**config.mk**
```make
export PLATFORM = sky130hd
export DESIGN_NAME = byte_signature_counter_top
export DESIGN_NICKNAME = d
export VERILOG_FILES = /design/src/design/bsc_pkg.sv /design/src/design/bsc_window.sv /design/src/design/byte_signature_counter_top.sv
export SDC_FILE = /design/constraint.sdc
export NUM_CORES = 2
export LEC_CHECK = 0
export ABC_CLOCK_PERIOD_IN_PS = 12100
export BUFFER_PORTS_ARGS = -buffer_cell sky130_fd_sc_hd__buf_4
export CORE_ASPECT_RATIO = 0.8
export CORE_MARGIN = 2
export CORE_UTILIZATION = 30
export CTS_CLUSTER_DIAMETER = 60
export DETAILED_ROUTE_END_ITERATION = 8
export PLACE_DENSITY_LB_ADDON = 0.08
export REMOVE_ABC_BUFFERS = 1
export SYNTH_ARGS = -nofsm -noshare
export SYNTH_HDL_FRONTEND = slang
export SYNTH_SLANG_ARGS = --single-unit
```
**constraint.sdc**
```tcl
create_clock -name clk -period 12.1 [get_ports clk]
set_input_delay 1.21 -clock clk [delete_from_list [all_inputs] [get_ports clk]]
set_output_delay 1.21 -clock clk [all_outputs]
set_load 0.01 [all_outputs]
```
**src/design/bsc_pkg.sv**
```systemverilog
// Shared types and constants for the byte signature counter.
// No dependencies; imported by bsc_window and byte_signature_counter_top.
`timescale 1ns / 1ps

package bsc_pkg;

    localparam int BYTE_W     = 8;
    localparam int ADDR_W     = 32;
    localparam int COUNT_W    = 16;
    localparam int LEN_W      = 6;
    localparam int WORD_W     = 64;
    localparam int PAT_WORDS  = 4;
    localparam int WORD_BYTES = WORD_W / BYTE_W;
    localparam int PAT_BYTES  = PAT_WORDS * WORD_BYTES;
    localparam int PAT_IDX_W  = $clog2(PAT_BYTES);
    localparam int CFG_IDX_W  = 3;

    typedef enum logic [CFG_IDX_W-1:0] {
        CFG_PATTERN_LENGTH   = 3'd0,
        CFG_PATTERN_WORD0    = 3'd1,
        CFG_PATTERN_WORD1    = 3'd2,
        CFG_PATTERN_WORD2    = 3'd3,
        CFG_PATTERN_WORD3    = 3'd4,
        CFG_EXPECTED_ADDRESS = 3'd5
    } cfg_reg_t;

    typedef logic [PAT_BYTES-1:0][BYTE_W-1:0] pattern_bytes_t;

    typedef struct packed {
        logic go;
        logic new_section;
        logic executable;
        logic last;
    } bsc_step_t;

endpackage

```
**src/design/bsc_window.sv**
```systemverilog
// Byte window, section fill count and parallel pattern compare.
// Depends on bsc_pkg.
`timescale 1ns / 1ps

module bsc_window
    import bsc_pkg::*;
#(
    parameter int MAX_PATTERN = 32,
    parameter int CNT_W       = $clog2(MAX_PATTERN + 1)
)
(
    input  logic                  clk,
    input  logic                  rst_n,
    input  pattern_bytes_t        pattern_bytes,
    input  logic [CNT_W-1:0]      eff_len,
    input  bsc_step_t             step,
    input  logic [BYTE_W-1:0]     data_byte,
    output logic                  hit
);

    logic [MAX_PATTERN-1:0][BYTE_W-1:0] win_reg;
    logic [MAX_PATTERN-1:0][BYTE_W-1:0] win_next;
    logic [MAX_PATTERN-1:0][BYTE_W-1:0] aligned_reg;
    logic [MAX_PATTERN-1:0][BYTE_W-1:0] aligned_next;
    logic [MAX_PATTERN-1:0]             mask_reg;
    logic [MAX_PATTERN-1:0]             mask_next;
    logic [MAX_PATTERN-1:0]             byte_eq;
    logic [CNT_W-1:0]                   fill_reg;
    logic [CNT_W-1:0]                   fill_next;
    logic [CNT_W-1:0]                   fill_base;
    logic [CNT_W-1:0]                   fill_inc;

    // Align the pattern to window order: window slot j holds pattern byte n-1-j.
    always_comb
    begin
        for (int j = 0; j < MAX_PATTERN; j++)
        begin
            mask_next[j]    = CNT_W'(j) < eff_len;
            aligned_next[j] = pattern_bytes[PAT_IDX_W'(int'(eff_len) - 1 - j)];
        end
    end

    always_ff @(posedge clk or negedge rst_n)
    begin
        if (!rst_n)
        begin
            mask_reg <= '0;
        end
        else
        begin
            mask_reg <= mask_next;
        end
    end

    always_ff @(posedge clk)
    begin
        aligned_reg <= aligned_next;
    end

    always_comb
    begin
        win_next[0] = data_byte;
        for (int k = 1; k < MAX_PATTERN; k++)
        begin
            win_next[k] = win_reg[k-1];
        end
        for (int j = 0; j < MAX_PATTERN; j++)
        begin
            byte_eq[j] = (win_next[j] == aligned_reg[j]) || !mask_reg[j];
        end
    end

    assign fill_base = step.new_section ? '0 : fill_reg;
    assign fill_inc  = (fill_base < CNT_W'(MAX_PATTERN)) ? fill_base + 1'b1 : fill_base;
    assign hit       = step.executable && (fill_inc >= eff_len) && (&byte_eq);

    always_comb
    begin
        if (step.last)
        begin
            fill_next = '0;
        end
        else if (step.executable)
        begin
            fill_next = fill_inc;
        end
        else
        begin
            fill_next = fill_base;
        end
    end

    always_ff @(posedge clk or negedge rst_n)
    begin
        if (!rst_n)
        begin
            fill_reg <= '0;
        end
        else if (step.go)
        begin
            fill_reg <= fill_next;
        end
    end

    always_ff @(posedge clk)
    begin
        if (step.go && step.executable)
        begin
            win_reg <= win_next;
        end
    end

endmodule

```
**src/design/byte_signature_counter_top.sv**
```systemverilog
// Top level of the byte signature counter: configuration registers,
// input stage, match counting and result register. Depends on bsc_pkg, bsc_window.
`timescale 1ns / 1ps

// Scans a stream of section bytes for a configured pattern of 1 to MAX_PATTERN
// bytes and reports, on the transaction flagged last_byte, the saturating match
// count, the start address of the first match and whether exactly one match
// sits at expected_address. One byte is taken every cycle unless a last byte
// waits in the input stage for the result register to free. A byte is registered
// on entry and compared against the whole window from the input stage, and the
// result is held in the result register. Configuration writes are always accepted
// (cfg_ready is always high) and are picked up by the next byte taken after the write.
module byte_signature_counter_top
    import bsc_pkg::*;
#(
    parameter int MAX_PATTERN = 32
)
(
    input  logic                 clk,
    input  logic                 rst_n,
    input  logic                 cfg_valid,
    output logic                 cfg_ready,
    input  logic [CFG_IDX_W-1:0] cfg_index,
    input  logic [WORD_W-1:0]    cfg_data,
    input  logic                 in_valid,
    output logic                 in_ready,
    input  logic [BYTE_W-1:0]    data_byte,
    input  logic [ADDR_W-1:0]    byte_address,
    input  logic                 new_section,
    input  logic                 section_executable,
    input  logic                 last_byte,
    output logic                 out_valid,
    input  logic                 out_ready,
    output logic [COUNT_W-1:0]   match_count,
    output logic [ADDR_W-1:0]    first_match_address,
    output logic                 unique_at_expected
);

    localparam int CNT_W = $clog2(MAX_PATTERN + 1);

    logic [LEN_W-1:0]                  len_reg;
    logic [PAT_WORDS-1:0][WORD_W-1:0]  word_reg;
    logic [ADDR_W-1:0]                 expected_reg;
    pattern_bytes_t                    pattern_bytes;
    logic [CNT_W-1:0]                  eff_len;

    logic                s1_valid_reg;
    logic [BYTE_W-1:0]   s1_data_reg;
    logic [ADDR_W-1:0]   s1_addr_reg;
    logic                s1_start_reg;
    logic                s1_exec_reg;
    logic                s1_last_reg;

    logic                out_free;
    logic                go;
    bsc_step_t           step;
    logic                hit;

    logic [COUNT_W-1:0]  found_reg;
    logic [COUNT_W-1:0]  found_next;
    logic [ADDR_W-1:0]   first_reg;
    logic [ADDR_W-1:0]   first_next;
    logic [ADDR_W-1:0]   start_addr;

    logic                out_valid_reg;
    logic [COUNT_W-1:0]  count_out_reg;
    logic [ADDR_W-1:0]   addr_out_reg;
    logic                unique_out_reg;

    assign cfg_ready = 1'b1;

    always_ff @(posedge clk or negedge rst_n)
    begin
        if (!rst_n)
        begin
            len_reg      <= LEN_W'(1);
            word_reg     <= '0;
            expected_reg <= '0;
        end
        else if (cfg_valid && cfg_ready)
        begin
            unique case (cfg_index)
                CFG_PATTERN_LENGTH:   len_reg      <= cfg_data[LEN_W-1:0];
                CFG_PATTERN_WORD0:    word_reg[0]  <= cfg_data;
                CFG_PATTERN_WORD1:    word_reg[1]  <= cfg_data;
                CFG_PATTERN_WORD2:    word_reg[2]  <= cfg_data;
                CFG_PATTERN_WORD3:    word_reg[3]  <= cfg_data;
                CFG_EXPECTED_ADDRESS: expected_reg <= cfg_data[ADDR_W-1:0];
                default: ;
            endcase
        end
    end

    always_comb
    begin
        for (int i = 0; i < PAT_BYTES; i++)
        begin
            pattern_bytes[i] = word_reg[i / WORD_BYTES][(i % WORD_BYTES) * BYTE_W +: BYTE_W];
        end
    end

    // Clamp the length into 1..MAX_PATTERN.
    always_comb
    begin
        priority if (len_reg == '0)
        begin
            eff_len = CNT_W'(1);
        end
        else if (len_reg > LEN_W'(MAX_PATTERN))
        begin
            eff_len = CNT_W'(MAX_PATTERN);
        end
        else
        begin
            eff_len = CNT_W'(len_reg);
        end
    end

    assign out_free = !out_valid_reg || out_ready;
    assign go       = s1_valid_reg && (!s1_last_reg || out_free);
    assign in_ready = !s1_valid_reg || go;

    always_ff @(posedge clk or negedge rst_n)
    begin
        if (!rst_n)
        begin
            s1_valid_reg <= 1'b0;
        end
        else if (in_ready)
        begin
            s1_valid_reg <= in_valid;
        end
    end

    always_ff @(posedge clk)
    begin
        if (in_valid && in_ready)
        begin
            s1_data_reg  <= data_byte;
            s1_addr_reg  <= byte_address;
            s1_start_reg <= new_section;
            s1_exec_reg  <= section_executable;
            s1_last_reg  <= last_byte;
        end
    end

    assign step.go          = go;
    assign step.new_section = s1_start_reg;
    assign step.executable  = s1_exec_reg;
    assign step.last        = s1_last_reg;

    bsc_window #(
        .MAX_PATTERN (MAX_PATTERN),
        .CNT_W       (CNT_W)
    ) u_window (
        .clk           (clk),
        .rst_n         (rst_n),
        .pattern_bytes (pattern_bytes),
        .eff_len       (eff_len),
        .step          (step),
        .data_byte     (s1_data_reg),
        .hit           (hit)
    );

    assign start_addr = s1_addr_reg - ADDR_W'(eff_len - 1'b1);

    always_comb
    begin
        found_next = found_reg;
        first_next = first_reg;
        if (hit)
        begin
            if (found_reg == '0)
            begin
                first_next = start_addr;
            end
            if (found_reg != '1)
            begin
                found_next = found_reg + 1'b1;
            end
        end
    end

    always_ff @(posedge clk or negedge rst_n)
    begin
        if (!rst_n)
        begin
            found_reg <= '0;
            first_reg <= '0;
        end
        else if (go)
        begin
            if (s1_last_reg)
            begin
                found_reg <= '0;
                first_reg <= '0;
            end
            else
            begin
                found_reg <= found_next;
                first_reg <= first_next;
            end
        end
    end

    always_ff @(posedge clk or negedge rst_n)
    begin
        if (!rst_n)
        begin
            out_valid_reg <= 1'b0;
        end
        else if (go && s1_last_reg)
        begin
            out_valid_reg <= 1'b1;
        end
        else if (out_ready)
        begin
            out_valid_reg <= 1'b0;
        end
    end

    always_ff @(posedge clk)
    begin
        if (go && s1_last_reg)
        begin
            count_out_reg  <= found_next;
            addr_out_reg   <= first_next;
            unique_out_reg <= (found_next == COUNT_W'(1)) && (first_next == expected_reg);
        end
    end

    assign out_valid           = out_valid_reg;
    assign match_count         = count_out_reg;
    assign first_match_address = addr_out_reg;
    assign unique_at_expected  = unique_out_reg;

endmodule

```
* After elaboration in Yosys (flattened, before gate mapping)
Cells that the tools add are included.
Storage, ports and cells: flip-flop bits (word level) 978, input port bits 115, output and inout bits 52, word-level logic and storage cells 424
Cells by class: add/subtract/negate cells 36, $lt $le $gt $ge 67, eq/ne operators 40, muxes and demuxes 110, reduce and logical (&&, ||, !) cells 88
Operators with widths (count):
- $bmux W8 S5 | 32
- $mux W8 | 64
- $eq A8 B8 Y1 | 32
- $lt A5 B7 Y1 const B | 32
- $lt A5 B6 Y1 const A | 16
- $mux W32 | 3
- $sub A5 B5 Y5 const B | 16
- $lt A4 B6 Y1 const A | 8
- $mux W16 | 3
- $sub A5 B4 Y5 const B | 8
- $mux W6 | 6
- $logic_not A1 Y1 | 35
- $logic_or A1 B1 Y1 | 35
- $eq A32 B32 Y1 | 1
- $reduce_and A32 Y1 | 1
- $sub A32 B32 Y32 | 1
- $lt A3 B6 Y1 const A | 4
- $sub A5 B3 Y5 const B | 4
- $add A16 B1 Y16 const B | 1
- $eq A16 B1 Y1 const B | 1
- $logic_not A16 Y1 | 1
- $ne A16 B16 Y1 const B | 1
- $lt A1 B6 Y1 const A | 2
- $lt A2 B6 Y1 const A | 2
- 16 further kinds | 32

* Logic depth before layout (Yosys ltp)
depth in word-level cells 9, gate-level depth with buffers 25, gate-level depth less buffers 20

* By module
From an unflattened synthesis, not the netlist that was laid out.
Second synthesis, totals: cell total of the unflattened synthesis 4185, area, all modules 51677.1 um^2
Modules (own cells, without submodules):
- bsc_window | times used 1, cells each 2717, area each 32222.2 um^2, sequential area each 13523.0 um^2
- byte_signature_counter_top | times used 1, cells each 1468, area each 19454.9 um^2, sequential area each 11372.2 um^2

* Least setup slack after synthesis
Ideal clock, no wire load.
path kind input-to-reg, from input out_ready, to register u_window.fill_reg[3], library setup time 0.104 ns, arrival 7.213 ns, data required time 11.996 ns, slack 4.784 ns, stages on the path 6, path buffers 0, cells stage by stage nor2b_1 a21oi_1 nand2_1 inv_1 a22oi_1 o21ai_0
Between the ends: longest elaborated chain between the ends 3
Ends and longest elaborated chain:
- start, declared | RTL line byte_signature_counter_top.sv:33 | input logic out_ready,
- $logic_or A1 B1 Y1 | RTL line byte_signature_counter_top.sv:119 | assign out_free = !out_valid_reg || out_ready;
- $logic_or A1 B1 Y1 | RTL line byte_signature_counter_top.sv:120 | assign go = s1_valid_reg && (!s1_last_reg || out_free);
- $logic_and A1 B1 Y1 | RTL line byte_signature_counter_top.sv:120
- end signal, assigned | RTL line bsc_window.sv:101 | fill_reg <= fill_next;
- end, declared | RTL line bsc_window.sv:28 | logic [CNT_W-1:0] fill_reg;
Every way passes these cells. A chain may end at the register's enable or synchronous reset.

* Worst setup path in the final report
from register len_reg[5], to register unique_out_reg (netlist: unique_at_expected) (data pin)
Between the ends: longest elaborated chain between the ends 9, elaborated cells between the ends (all ways) 15, classes of those cells add/sub: 2; order compare: 2; eq/ne: 2; mux: 5; reduce/logical: 4
Ends and longest elaborated chain:
- start, declared | RTL line byte_signature_counter_top.sv:41 | logic [LEN_W-1:0] len_reg;
- start signal, assigned | RTL line byte_signature_counter_top.sv:83 | CFG_PATTERN_LENGTH: len_reg <= cfg_data[LEN_W-1:0];
- $gt A6 B6 Y1 | RTL line byte_signature_counter_top.sv:109 | else if (len_reg > LEN_W'(MAX_PATTERN))
- $mux W6 | RTL line byte_signature_counter_top.sv:109
- $mux W6 * | RTL line byte_signature_counter_top.sv:105 | priority if (len_reg == '0)
- $sub A6 B1 Y7 / $ge A6 B6 Y1 (equally long branches) | RTL line byte_signature_counter_top.sv:165, bsc_window.sv:75
- $sub A32 B32 Y32 / $logic_and A1 B1 Y1 (equally long branches) | RTL line byte_signature_counter_top.sv:165, bsc_window.sv:75
- $mux W32 / $logic_and A1 B1 Y1 (equally long branches) | RTL line byte_signature_counter_top.sv:173, bsc_window.sv:75
- $mux W32 / $mux W16 (equally long branches) | RTL line byte_signature_counter_top.sv:171 | if (hit)
- $eq A32 B32 Y1 / $eq A16 B1 Y1 (equally long branches) | RTL line byte_signature_counter_top.sv:228 | unique_out_reg <= (found_next == COUNT_W'(1)) && (first_next == expected_reg);
- $logic_and A1 B1 Y1 * | RTL line byte_signature_counter_top.sv:228
- end signal, assigned | RTL line byte_signature_counter_top.sv:228
- end, declared | RTL line byte_signature_counter_top.sv:68 | logic unique_out_reg;
Mark *: on every way between the ends. The rest lies on a longest branch, timed or not.

==> metrics <==
Worst Setup Path Type flop to flop; status finished, final reports clean; worst ir drop on vdd 250 uV; critical path data arrival time 7.04 ns; GRT Total Usage 22.4%; Worst Slack Setup Final 5.61 ns; routed len/inst 30.1 um; global route overflow 0; crit-path cells inv_1 > o21ai_4 > buf_4 > ha_4 > xnor2_2 > clkinv_2 > ha_1 > a21oi_1 > a32oi_1 > a221oi_1 > or2_1 > a31oi_1 > a221o_1 > a31oi_1 > o21ai_1 > and4_1 > nor3_1 > xor2_1 > a41oi_1 > nor4_1; worst-path fanout max 49; EDFF count, synth 340; Final Core Density 35.0%; final hold viol count 0; Final GP Congestion 0.988; Post-Syn Area per Cell 12.7 um^2; R2R Path Start len_reg[5]; initial core utilization 30.2%; slowest CP cell buf_4; CP peak stage delay 0.60 ns; Layout Nets 4,285; Least-Margin Pin Slew 1.31 ns; Die ar. 0.171 mm^2; FP Rows 134; Clk pin slew, worst setup/hold paths 0.07 ns; number of synthesized register bits 978; max-cap violations 0; Top FF cell, synth dfrtp_1; H-tree level count 3; core area 0.167 mm^2; main area contributors after synthesis mux2i_1, edfxtp_1, dfrtp_1; postcts setup bufs 0; Req. time, crit path 12.65 ns; Clock Path Buffers 3; Hold Buf Count CTS 0; die width 462 um; r2r endpoint unique_at_expected; leakage power 24.7 nW; Tmin final 6.49 ns; CP most frequent cell a31oi_1; Rel. slew slack 12.9%; vias in the first global route 32.2k; worst slack, placed 5.75 ns; fraction of registers with async set/reset 39.1%; crit path to unique_at_expected; commonest non-fill, non-tap cells in the layout mux2i_1, mux2_2, dfrtp_1, edfxtp_1, xnor2_1; P per Cell Area 315 mW/mm^2; first-pass GRT wire length 267 mm; DR vias/cell 5.14; first-pass iteration count of the detailed router 6; CTS tree built; Pwr Total 18.4 mW; Max Fclk 0.154 GHz; P&R area growth vs syn 15.8%; critical path capture point type flop; I/O Buffers 165; cts repair resizes 0; Root Buffer clkbuf_16; Die H 370 um; yosys warns 0; leading area contributor after synthesis mux2i_1; CP startpoint len_reg[5]; Clk Latency, worst-skew pair 0.76 ns; Min Hold Slack 0.449 ns; total wire length 194 mm; top cell type's share of synthesized area 20.5%; Slew Viols, Final 0; Clock Sinks 978; critical path startpoint category flop; clock buffer count from CTS 116; Synth cell types 84; pin count of the biggest net entering global routing 173; RSZ-0062 raised after global routing no; number of DRC markers in iteration 0 3,159; FF-to-FF path depth 20; Residual DRC 0; Final Cycle Share 53.7%; Synth Instances 3,976; initial antenna violation count 7; layout cells sized above 1 24.3%; # IOs 167; antenna viol nets, final 0; synthesized area 0.0503 mm^2; Hold WC Path Type input port to async pin; register area share after synthesis 49.5%; post-DP HPWL 148 mm; r2r setup slk 5.61 ns; Final Skew 0.0315 ns; most common cell after layout, fill and taps aside mux2i_1; Setup-failing EPs final 0; DR vias 33.2k
[cells in the mapped netlist, types with 3 or more instances]
cell / instances
mux2i_1: 1030
mux2_2: 539
dfrtp_1: 381
edfxtp_1: 340
xnor2_1: 332
dfxtp_1: 256
nand2_1: 179
clkbuf_1: 153
o21ai_0: 94
nand4_1: 81
a21oi_1: 56
nor2_1: 52
buf_1: 51
ha_1: 48
inv_1: 45
xor2_1: 29
a22o_1: 27
nand3_1: 26
a21o_1: 20
nor3_1: 18
nor2b_1: 17
o21ai_1: 17
nor4_1: 16
nand2b_1: 12
o22ai_1: 12
and3_1: 11
a31oi_1: 10
o21a_1: 10
or3_1: 8
a221oi_1: 6
and4_1: 6
o31ai_1: 6
and2_1: 5
o211ai_1: 5
nor3b_1: 4
o2bb2ai_1: 4
or4_1: 4
a2111oi_0: 3
a22oi_1: 3
buf_2: 3
o21bai_1: 3
[metal layers]
metal,global-route usage (%),vias up,share of wire [%]
met4,3.45,0,1.5
met3,3.72,160,5.6
met5,0,-,0
li1,-,15000,-
met2,31.0,879,40
met1,36.1,17200,53
[critical path, delay by kind of cell, from the launching register on]
kind	cells	cell delay, ns
XOR/XNOR	2	0.33
AO/OA/AOI/OAI	9	2.13
buffers and inverters	3	1.26
adder cells (fa/ha/maj)	2	0.76
flip-flops	1	0.56
AND/OR/NAND/NOR	4	1.22
[area by class of cell]
cell class / instances / area [um^2]
Clock inverter: 62 / 576
Fill cell: 16500 / 108000
Inverter: 48 / 196
Multi-Input combinational cell: 2740 / 24700
Timing Repair Buffer: 237 / 1810
Antenna cell: 3 / 7.51
Tap cell: 2244 / 2810
Clock buffer: 158 / 3240
Sequential cell: 978 / 24900
[logic make-up (layout without fill, tap and decap cells)]
family / Yosys count / after routing / share of synthesized area (%)
simple gates: 453 / 453 / 4.51
flops: 978 / 978 / 49.5
mux: 1569 / 1569 / 32.6
other cells: 1 / 5 / 0.00745
fa+ha+maj: 50 / 50 / 1.25
buf+inv: 259 / 505 / 1.98
xor+xnor: 361 / 361 / 6.28
compound gates: 305 / 305 / 3.91
[worst min-delay path by stage]
stage	start	endpoint	slack [ns]	cells past startpoint
after floorplan	u_window.win_next[92]	u_window.win_next[100]	0.45	0
after global placement	u_window.win_next[202]	u_window.win_next[210]	0.45	0
after detailed placement	u_window.win_next[105]	u_window.win_next[113]	0.46	0
after CTS	rst_n	pattern_bytes[22]	0.45	1
after global routing	u_window.win_next[147]	u_window.win_next[155]	0.47	0
final	rst_n	pattern_bytes[22]	0.45	1
[stage by stage]
stage / instance area [um^2] / setup TNS [ns] / cells
floorplan: 49500 / -9371.54 / 3766
global placement: 54400 / 0 / 6247
detailed placement: 54400 / 0 / 6247
CTS: 58300 / 0 / 6467
global route: 58300 / 0 / 6468
finish: 58300 / 0 / 6470
[report_power, final]
group	switching, mW	total [mW]	internal [mW]
logic	5.84	9.81	3.96
clock network	1.55	3.55	2.00
registers	0.675	5.00	4.32
No activity file was read; power rests on OpenSTA's default activity.
